<file path="src/rtl/pmu_pkg.sv">
// ----------------------------------------------------------------------------
// pmu_pkg
// Shared types and constants of the paged memory unit.
// ----------------------------------------------------------------------------
package pmu_pkg;

  localparam int SYSTEM_WORDS = 12288;
  localparam int PAGE_WORDS   = 64;
  localparam int PAGE_SLOTS   = 16;
  localparam int SYS_AW       = $clog2(SYSTEM_WORDS);
  localparam int OFF_W        = $clog2(PAGE_WORDS);
  localparam int SLOT_W       = $clog2(PAGE_SLOTS);
  localparam int PG_AW        = SLOT_W + OFF_W;
  localparam int PAGE_NUM_W   = 32 - OFF_W;
  localparam logic [31:0] SYS_LIMIT = 32'h0000_3000;

  localparam logic [1:0] FUNC_READ  = 2'd0;
  localparam logic [1:0] FUNC_WRITE = 2'd1;
  localparam logic [1:0] FUNC_ALLOC = 2'd2;

  localparam logic [2:0] ST_OK      = 3'd0;
  localparam logic [2:0] ST_DENIED  = 3'd1;
  localparam logic [2:0] ST_FAULT   = 3'd2;
  localparam logic [2:0] ST_IGNORED = 3'd3;
  localparam logic [2:0] ST_FULL    = 3'd4;

  typedef enum logic [2:0] {
    OP_NONE,
    OP_SYS_RD,
    OP_SYS_WR,
    OP_PG_RD,
    OP_PG_WR
  } op_kind_t;

  typedef struct packed {
    op_kind_t          kind;
    logic [SYS_AW-1:0] sys_addr;
    logic [PG_AW-1:0]  pg_addr;
    logic [31:0]       wdata;
    logic [2:0]        status;
  } op_t;

  typedef enum logic {
    BK_CLEAR,
    BK_RUN
  } back_state_t;

endpackage

</file>
<file path="src/rtl/pmu_queue.sv">
// ----------------------------------------------------------------------------
// pmu_queue
// Two-entry queue of decoded operations between front and back.
// ----------------------------------------------------------------------------
module pmu_queue (
  input  logic          clk,
  input  logic          rst_n,
  input  logic          push,
  input  pmu_pkg::op_t  push_op,
  input  logic          pop,
  output logic          not_empty,
  output pmu_pkg::op_t  head_op
);
  import pmu_pkg::*;

  op_t        ent_r [2];
  logic       rd_ptr_r, rd_ptr_nxt;
  logic       wr_ptr_r, wr_ptr_nxt;
  logic [1:0] count_r, count_nxt;

  always_comb begin
    rd_ptr_nxt = rd_ptr_r ^ pop;
    wr_ptr_nxt = wr_ptr_r ^ push;
    count_nxt  = count_r + {1'b0, push} - {1'b0, pop};
  end

  always_ff @(posedge clk) begin
    if (!rst_n) begin
      rd_ptr_r <= 1'b0;
      wr_ptr_r <= 1'b0;
      count_r  <= 2'd0;
    end else begin
      rd_ptr_r <= rd_ptr_nxt;
      wr_ptr_r <= wr_ptr_nxt;
      count_r  <= count_nxt;
    end
  end

  always_ff @(posedge clk) begin
    if (push) begin
      ent_r[wr_ptr_r] <= push_op;
    end
  end

  assign not_empty = (count_r != 2'd0);
  assign head_op   = ent_r[rd_ptr_r];

endmodule

</file>
<file path="config.mk">
export PLATFORM = sky130hd
export DESIGN_NAME = pmu_queue
export DESIGN_NICKNAME = d
export VERILOG_FILES = /design/src/rtl/pmu_pkg.sv /design/src/rtl/pmu_queue.sv
export SDC_FILE = /design/constraint.sdc
export NUM_CORES = 1
export LEC_CHECK = 0
export ABC_AREA = 1
export BUFFER_PORTS_ARGS = -buffer_cell sky130_fd_sc_hd__buf_2
export CAP_MARGIN = 40
export CORE_MARGIN = 2
export CORE_UTILIZATION = 47
export DETAILED_ROUTE_END_ITERATION = 8
export PLACE_DENSITY = 0.76
export SETUP_SLACK_MARGIN = 0.1
export SLEW_MARGIN = 20
export SYNTH_ARGS = -nofsm -noshare
export SYNTH_HDL_FRONTEND = slang
export SYNTH_SLANG_ARGS = --single-unit
export TNS_END_PERCENT = 10
</file>
<file path="constraint.sdc">
create_clock -name clk -period 2.5 [get_ports clk]
set_clock_uncertainty 0.1 [all_clocks]
set_input_delay 0.125 -clock clk [delete_from_list [all_inputs] [get_ports clk]]
set_output_delay 0.125 -clock clk [all_outputs]
set_load 0.01 [all_outputs]
</file>
Word level (Yosys, flattened, before mapping)
Memory sizes are Yosys's and may differ from the RTL's. A register that Yosys moved wholly into a read port is not among the register bits.
Index checks and enable logic that the tools add are counted.
{ "word_totals": {"ram_bits": 124, "n_memories": 1, "regBits": 4} }
{ "op_classes": {"muxes": 3, "n_reduce_logical": 1, "addsub": 2, "bitwise_logic": 2} }
{ "mem_list": {"columns": ["memory", "depth", "width", "rd", "rd_ports_with_merged_regs", "write_ports", "line_no", "text"], "rows": [
  ["ent_r", 2, 62, 1, 1, 1, "pmu_queue.sv:16", "op_t ent_r [2];"]
]} }
{ "op_table": {"columns": ["operator", "count"], "rows": [
  ["$mux 1", 3],
  ["$add 2x1->2", 1],
  ["$reduce_bool 2->1", 1],
  ["$sub 2x1->2", 1],
  ["$xor 1x1->1", 2]
]} }

Depth between registers and ports, before layout
Gate-level depths: netlist (run 1).
{ "logic_depth": {"depth_word": 2, "mapped_depth": 9} }

Least setup slack after synthesis (run 1)
Ideal clock, no wire load.
{ "synth_timing": {"path_type": "register -> register", "start": "register wr_ptr_r", "end": "memory ent_r[0][0] in the netlist's numbering (enable)", "arrival_ns": 1.845, "required_ns": 1.973, "path_stages_with_launch": 3, "path_slack_ns": 0.129, "synth_period_minus_slack_ns": 2.371, "setup_ns": 0.427, "cell_sequence": "dfxtp_1 -> inv_1 -> ha_1"} }
{ "synth_rtl": {"columns": ["item", "line_no", "text"], "rows": [
  ["from (decl)", "pmu_queue.sv:18", "logic wr_ptr_r, wr_ptr_nxt;"],
  ["from (signal assigned)", "pmu_queue.sv:34", "wr_ptr_r <= wr_ptr_nxt;"],
  ["to (decl)", "pmu_queue.sv:16", null]
]} }
Straight into the memory's write port.

==> results of run 1 <==
[stage by stage]
step,setup WS [ns],utilization,std cells
after floorplan,0.129,-,221
after global placement,0.877,0.561,482
after detailed placement,0.882,0.561,482
after CTS,0.318,0.679,580
after global routing,0.271,0.679,580
final,0.380,0.679,580
[state kept, by name, summed over array words and instances (netlist names), named ones only]
register  count
rd_ptr_r      1
wr_ptr_r      1
ent_r       124
count_r       2
[layer usage]
metal / vias up / GRT usage / wire, µm
met3: 23 / 0.0614 / 611
met4: 0 / 0.0761 / 193
met2: 110 / 0.279 / 4610
met1: 1298 / 0.178 / 3650
li1: 1284 / - / -
met5: - / 0 / 0
[synth_stat cells]
| master | number |
|---|---|
| inv_1 | 7 |
| dfxtp_1 | 5 |
| buf_12 | 6 |
| nor2_1 | 4 |
| mux2_4 | 60 |
| ha_1 | 4 |
| edfxtp_1 | 124 |
| mux2_2 | 2 |
| buf_6 | 1 |
| xnor2_1 | 1 |
| a21oi_1 | 1 |
| nand3_1 | 1 |
| nand2_1 | 5 |
[what timing repair did]
item | 4_1_cts | 5_1_grt
setup endpoints to repair | 0 | 0
hold buffers | 66 | 0
endpoints found under the hold margin | 129 | 0
[kinds of logic (layout without fill, tap and decap cells)]
group,Yosys count,in the layout,share of synthesized area
xor+xnor,1,1,0.00175
simple gates,10,10,0.00774
mux,62,62,0.184
flops,129,129,0.764
buf+inv,14,237,0.0315
compound gates,1,1,0.000999
fa+ha+maj,4,4,0.0100
[power groups by stage]
stage | combinational, W | clock (W) | sequential, W
finish | 0.000690 | 0.00227 | 0.00257
global route | 0.000745 | 0.00241 | 0.00258
CTS | 0.000695 | 0.00232 | 0.00258
detailed placement | 0.000611 | 0 | 0.00262
global placement | 0.000598 | 0 | 0.00261
floorplan | 0.000419 | 0 | 0.00260
[how the worst max path moves through the flow]
stage,startpoint,to,slack [ns],depth (start not counted)
after floorplan,wr_ptr_r,ent_r[0][0],0.13,2
after global placement,flip-flop,head_op[61],0.88,3
after detailed placement,flip-flop,head_op[61],0.88,3
after CTS,flip-flop,head_op[61],0.32,3
after global routing,flip-flop,head_op[61],0.27,3
final,flip-flop,head_op[61],0.38,3
[cell type report]
class | instances | area (µm²) | share of cell area
Multi-Input combinational cell | 78 | 1050 | 0.150
Sequential cell | 129 | 3830 | 0.546
Inverter | 7 | 26.3 | 0.00375
Clock buffer | 17 | 414 | 0.0590
Clock inverter | 15 | 144 | 0.0205
Timing Repair Buffer | 198 | 1380 | 0.197
Tap cell | 136 | 170 | 0.0243
==> impl_results.md, run 1 <==
- Wire per inst: about 16 µm
- Number of setup violations in the final report: 0
- Int Power: 0.00432 W
- Fillers: slightly below 700
- RSZ-0062 raised after global routing: false
- DRC errors left: 0
- Diode count: 0
- H-Tree Depth: 4
- Logic pwr share: 0.125
- Sink Count: ~130
- Top cell type's share of synthesized area: 0.744
- Crit path DAT: about 1.9 ns
- Die W: ~110 µm
- Lkg Pwr: between 2 and 3 nW
- CTS Root Cell: clkbuf_8
- Post-CTS Setup Repair Bufs: 0
- First-iteration detailed-routing DRC count: around 130
- Worst path slowest cell: dfxtp_4
- Via Count: 2715
- I/O pin count: around 130
- Top delay family on crit path: flip-flops
- Synth Net Count: 291
- Pwr dens: approximately 800 nW/µm²
- Leading cell type in the layout, fill and taps excluded: buf_2
- Post-CTS Resized: 0
- Max_cap viols: 0
- DR pass1 iterations: 4
- Reg2Reg Depth: 7
- Dpl hpwl: about 5400 µm
- Worst IR Drop VDD: 0.408 mV
- Reg2reg end: count_r[0]
- Antenna viol nets, final: 0
- Switching power: about 0.0012 W
- Cells after Synth: ~220
- Row count: 37
- Pin count of the biggest net entering global routing: 44
- Area leader, netlist: edfxtp_1
- HP Class: input pin to flip-flop
- Crit start category: flip-flop
- Mean post-synth cell area: about 23 µm²
- Via-to-Cell Ratio: between 4 and 5
- Period utilisation layout: 0.848
- CTS clk-pin slew, worst paths: approximately 0.06 ns
- Seq/Total Area, Yosys: 0.764
- Buffers on Ports: 128
- Global route overflow: 0
- Flip-flop and latch count after synthesis: 129
- Outcome: finished, final reports clean
- WHS Path Cells: 2
- Synth unique cells: 13
- Hold Worst Slack: ~0.23 ns
- P&R area growth vs syn: 40.1%
- Most frequent cells in the layout: 128 x buf_2, 124 x edfxtp_1, 66 x dlygate4sd3_1, 60 x mux2_4, 16 x clkbuf_16
- Crit path max fanout: 24
- Die area: about 11000 µm²
- Worst-Skew Late Latency: 0.51 ns
- Design area: about 7000 µm²
- Syn. warnings: 0
- Hold path endpoint: ent_r[0][16]
- Final net count: 501
- Final WL: a little over 9000 µm
- CTS tree: done
- Kind of critical path: flip-flop to primary output
- Reg-to-Reg Start: count_r[0]
- GRT Resource Usage Total: 0.163
- Pwr Total: ~0.0055 W
- Final max-slew violation count: 0
- Final Wtd Congestion: between 0.6 and 0.7
- Vias in the first global route: around 2.9k
- Setup TNS Final: 0 ns
- R2R Setup Slk: a little over 0.7 ns
- Clock Path Buffers: 2
- Worst hold start: push_op[16]
- Layout cell share with drive strength beyond 1: 0.511
- Core Area: 10300 µm²
- Mapped cell area: 5010 µm²
- Largest cells by area after synthesis: edfxtp_1 74%, mux2_4 18%, buf_12 2.4%
- Final hold vios: 0
- Die H: around 110 µm
- Buf/Inv on CP: 2
- Total CTS buffers: 17
- CP endpoint kind: primary output
- Crit-path cells: buf_12, mux2_2, buf_2
- Final min period: 2.12 ns
- CP required: between 2 and 2.5 ns
- Switching Share: 0.219
- Post-DP Area: roughly 5800 µm²
- Relative slew slack: 0.732
- Slew at the pin closest to its max-slew limit: between 0.4 and 0.5 ns
- Clock power frac: 0.410
- Max Fclk: 472 MHz
- CP max stage delay: 0.60 ns
- Initial antenna violation count: 0
- Starting Density: 0.485
- First-pass GRT wire length: ~14000 µm
- Sequential share of power: 0.465
Note: power is estimated with default switching activity, not from simulation.
==> run 2: changes to the inputs <==
- clock period: 2.5 -> 1.7 ns (I/O delays scaled with it)
==> impl_results.md, run 2 (synthesized netlist as in run 1, its figures left out) <==
- Pwr dens: roughly 1100 nW/µm²
- Reg-to-Reg Start: wr_ptr_r
- Sequential share of power: 0.447
- First-pass GRT wire length: around 15000 µm
- Die area: approximately 11000 µm²
- Total CTS buffers: 17
- Final WL: roughly 10000 µm
- Crit-path cells: buf_4, clkbuf_16, mux2_4, buf_6
- Outcome: complete, but fails checks
- Core Area: 10300 µm²
- Starting Density: 0.485
- Via Count: 2781
- I/O pin count: roughly 130
- Wire per inst: about 17 µm
- Crit start category: flip-flop
- Global route overflow: 0
- Largest Register: ent_r
- H-Tree Depth: 4
- Diode count: 0
- Most frequent cells in the layout: 124 x edfxtp_1, 81 x buf_2, 65 x dlygate4sd3_1, 61 x mux2_4, 49 x buf_6
- Sink Count: between 100 and 150
- Worst-Skew Late Latency: ~0.50 ns
- Clock power frac: 0.397
- Max reg flops: ~120
- Die H: about 110 µm
- Failing checks: negative setup slack
- Top delay family on crit path: buffers and inverters
- Via-to-Cell Ratio: 4.71
- Period utilisation layout: 1.06
- RSZ-0062 raised after global routing: true
- Worst path slowest cell: dfxtp_4
- Worst hold start: push_op[16]
- Die W: between 100 and 150 µm
- CP endpoint kind: primary output
- CTS tree: done
- Lkg Pwr: ~3.0 nW
- CP max stage delay: between 0.3 and 0.4 ns
- Buf/Inv on CP: 3
- Row count: 37
- Leading cell type in the layout, fill and taps excluded: edfxtp_1
- Crit path max fanout: 8
- P&R area growth vs syn: 49.5%
- DRC errors left: 0
- Dpl hpwl: approximately 5800 µm
- Clock Path Buffers: 2
- Final max-slew violation count: 0
- Vias in the first global route: between 3k and 4k
- Switching power: 0.00185 W
- Hold Worst Slack: around 0.2 ns
- Final hold vios: 0
- GRT Resource Usage Total: 0.176
- CP required: 1.51 ns
- Layout cell share with drive strength beyond 1: 0.520
- Final Wtd Congestion: slightly below 0.7
- Antenna viol nets, final: 0
- CTS Root Cell: clkbuf_8
- Worst IR Drop VDD: ~0.65 mV
- HP Class: input pin to flip-flop
- Int Power: about 0.0066 W
- Max Fclk: ~550 MHz
- Design area: about 7500 µm²
- Logic pwr share: 0.156
- Final setup margin: -0.104 ns
- First-iteration detailed-routing DRC count: 132
- Kind of critical path: flip-flop to primary output
- DR pass1 iterations: 4
- Worst slack at placement: around 0.31 ns
- Max_cap viols: 0
- Initial antenna violation count: 0
- Relative slew slack: 0.769
- Final min period: about 1.8 ns
- Final Util: 0.725
- Largest registers: ent_r: 124 flops, count_r: 2 flops
- Final net count: 511
- Switching Share: 0.220
- Number of setup violations in the final report: 60
- Buffers on Ports: ~130
- Pin count of the biggest net entering global routing: 63
- Slew at the pin closest to its max-slew limit: between 0.3 and 0.4 ns
- Pwr Total: around 0.0084 W
- Crit path DAT: ~1.6 ns
- CTS clk-pin slew, worst paths: 0.06 ns
- Post-DP Area: between 5000 and 6000 µm²
-- run 2: layer usage --
metal	wire [µm]	share of wire	global-route usage	up-vias
met4	117	0.012	0.0612	0
met5	0	0	0	-
met3	476	0.047	0.0419	11
met2	5400	0.54	0.314	106
li1	-	-	-	1299
met1	4080	0.40	0.208	1365
-- run 2: power groups by stage --
stage	clock, W	combinational (W)	sequential (W)
6_report	0.00334	0.00132	0.00376
5_1_grt	0.00353	0.00140	0.00378
4_1_cts	0.00340	0.00130	0.00376
3_5_place_dp	0	0.000933	0.00384
3_3_place_gp	0	0.000911	0.00383
2_1_floorplan	0	0.000623	0.00381
-- run 2: final cells by class --
type                    instances  area (µm²)
clock inverters                15         143
inverters                       7        26.3
flip-flops and latches        129        3830
repair buffers                208        1850
fillers                       630        2840
well taps                     136         170
clock buffers                  17         414
multi-input cells              78        1050
-- run 2: worst reg2reg max path, stage by stage (launching register included) --
cell and delay [ns]:
dfxtp_1 0.33, inv_1 0.09, ha_4 0.30, buf_12 0.24
-- run 2: per-stage QoR --
stage	TNS, ns	instances
global route	-7.20	590
floorplan	-0.100	221
detailed placement	0	485
finish	-4.02	590
global placement	0	485
CTS	-5.71	589
-- run 2: path summary, 6_finish.rpt --
kind                            slack (ns)  cells after the start            to
worst max-delay path                 -0.10                      4   head_op[43]
worst min-delay path                  0.20                      2  ent_r[1][16]
worst max register to register        0.33                      3  ent_r[0][13]
worst min register to register        0.42                      2      rd_ptr_r
-- run 2: what timing repair did --
item,in CTS,in global routing
pin swaps,0,0
hold endpoints to repair,129,0
setup buffers,5,0
gates cloned,2,1
endpoints found under the setup margin,62,62
gates resized for setup,52,0
hold buffers,65,0
==> run 3: changes to the inputs <==
- PLACE_DENSITY: 0.76 -> not set
- PLACE_DENSITY_LB_ADDON: not set -> 0.12
==> impl_results.md, run 3 (synthesized netlist as in run 1, its figures left out) <==
- Final setup margin: -0.101 ns
- Top delay family on crit path: flip-flops
- CTS Root Cell: clkbuf_8
- Reg2Reg Depth: 8
- Via Count: approximately 2.7k
- Period utilisation layout: 1.06
- Diode count: 0
- R2R Setup Slk: approximately 0.33 ns
- Final WL: 9020 µm
- Die area: around 11000 µm²
- Final hold vios: 0
- GRT Resource Usage Total: 0.164
- Most frequent cells in the layout: 124 x edfxtp_1, 74 x buf_2, 65 x dlygate4sd3_1, 61 x mux2_4, 55 x buf_6
- P&R area growth vs syn: 50.0%
- Initial antenna violation count: 0
- Levels on crit path: 3
- Max_cap viols: 0
- Kind of critical path: flip-flop to primary output
- Pin count of the biggest net entering global routing: between 40 and 50
- Total CTS buffers: 17
- Reg2reg end: count_r[1]
- Placed insts: around 490
- Largest Register: ent_r
- Worst IR Drop VDD: just under 0.7 mV
- RSZ-0062 raised after global routing: true
- Buf/Inv on CP: 2
- Sink Count: 129
- Largest registers: ent_r: 124 flops, count_r: 2 flops
- Design area: ~7500 µm²
- Hold path endpoint: ent_r[1][26]
- CP required: between 1.5 and 2 ns
- Starting Density: 0.485
- Buffers on Ports: about 130
- Final max-slew violation count: 0
- CP endpoint kind: primary output
- Worst slack at placement: ~0.34 ns
- Crit path DAT: 1.62 ns
- Core Area: a little over 10000 µm²
- Post-DP Area: about 6000 µm²
- Worst-Skew Late Latency: 0.50 ns
- Non-filler cells, final: between 500 and 600
- Crit start category: flip-flop
- H-Tree Depth: 4
- DRC errors left: 0
- Worst hold start: push_op[26]
- First-iteration detailed-routing DRC count: 99
- Vias in the first global route: 2825
- Number of setup violations in the final report: 62
- Dpl hpwl: between 5000 and 6000 µm
- Setup TNS Final: -4.67 ns
- Global route overflow: 0
- Worst path slowest cell: dfxtp_4
- Slew at the pin closest to its max-slew limit: approximately 0.31 ns
- Fillers: approximately 640
- Final Wtd Congestion: slightly below 0.7
- Leading cell type in the layout, fill and taps excluded: edfxtp_1
- Relative slew slack: 0.792
- Crit path max fanout: 16
- CTS clk-pin slew, worst paths: around 0.06 ns
- Via-to-Cell Ratio: between 4 and 5
- Pwr dens: about 1200 nW/µm²
- Outcome: complete, but fails checks
- Lkg Pwr: between 3 and 4 nW
- Reg-to-Reg Start: count_r[0]
- Max Fclk: approximately 560 MHz
- Antenna viol nets, final: 0
- CTS tree: done
- Layout cell share with drive strength beyond 1: 0.513
- Die H: 107 µm
- CP max stage delay: between 0.4 and 0.5 ns
- First-pass GRT wire length: 13600 µm
- HP Class: input pin to flip-flop
- Row count: 37
- Die W: 107 µm
- DR pass1 iterations: 4
- I/O pin count: around 130
- Wire per inst: 15.4 µm
- WHS Path Cells: 2
- Max reg flops: between 100 and 150
- Failing checks: negative setup slack
- Crit-path cells: buf_12, mux2_4, buf_6
- Final net count: around 510
- Pwr Total: 0.00892 W
- Final min period: about 1.8 ns
- Clock Path Buffers: 2
## run 3: cell types whose count changed in the layout (fill, tap and decap cells not counted), moves of 2 or more
cell,change
clkbuf_1,+3
clkinv_1,-3
bufinv_16,+4
buf_6,+6
buf_2,-7
inv_6,-2
buf_12,-2
clkinvlp_4,-2
## run 3: worst register-to-register path: stages, from the launching register on
cell and delay, ns:
dfxtp_1 0.30, inv_1 0.04, ha_1 0.27, inv_1 0.04, ha_1 0.18, inv_1 0.05
nand2_1 0.06, a21oi_1 0.14, nor2_1 0.07
## run 3: metal layers
metal,track usage,vias up,routed length (µm)
met4,0.0844,0,110
met5,0,-,0
met2,0.284,88,4870
met3,0.0492,10,447
li1,-,1287,-
met1,0.181,1298,3590
## run 3: final cells by class
type | count | area, µm² | share of cell area
clock inverters | 11 | 210 | 0.0280
well taps | 136 | 170 | 0.0227
flip-flops and latches | 129 | 3830 | 0.510
clock buffers | 21 | 439 | 0.0585
multi-input cells | 78 | 1050 | 0.140
repair buffers | 202 | 1780 | 0.237
inverters | 7 | 26.3 | 0.00350
## run 3: how the worst max path moves through the flow
stage	endpoint
2_1_floorplan	ent_r[1][0]
3_3_place_gp	head_op[52]
3_5_place_dp	count_r[1]
4_1_cts	head_op[61]
5_1_grt	head_op[43]
6_report	head_op[48]
## run 3: repair_timing
| item | 4_1_cts | 5_1_grt |
|---|---|---|
| setup buffers | 1 | 0 |
| hold buffers | 65 | 0 |
| setup endpoints to repair | 62 | 62 |
| cloned | 1 | 0 |
| resized for setup | 55 | 2 |
| endpoints found under the hold margin | 129 | 0 |
## run 3: power breakdown
part           internal [W]  switching, W  total (W)  leakage [nW]
Sequential          0.00371     0.0000589    0.00377          1.21
Combinational      0.000757      0.000495    0.00125          1.51
Clock               0.00271       0.00120    0.00391         0.314
## run 3: stage by stage
step / utilization / hold WS, ns
after floorplan: - / 0.0785
after global placement: 0.565 / 0.172
after detailed placement: 0.565 / 0.176
after CTS: 0.727 / 0.160
after global routing: 0.728 / 0.175
final: 0.728 / 0.197
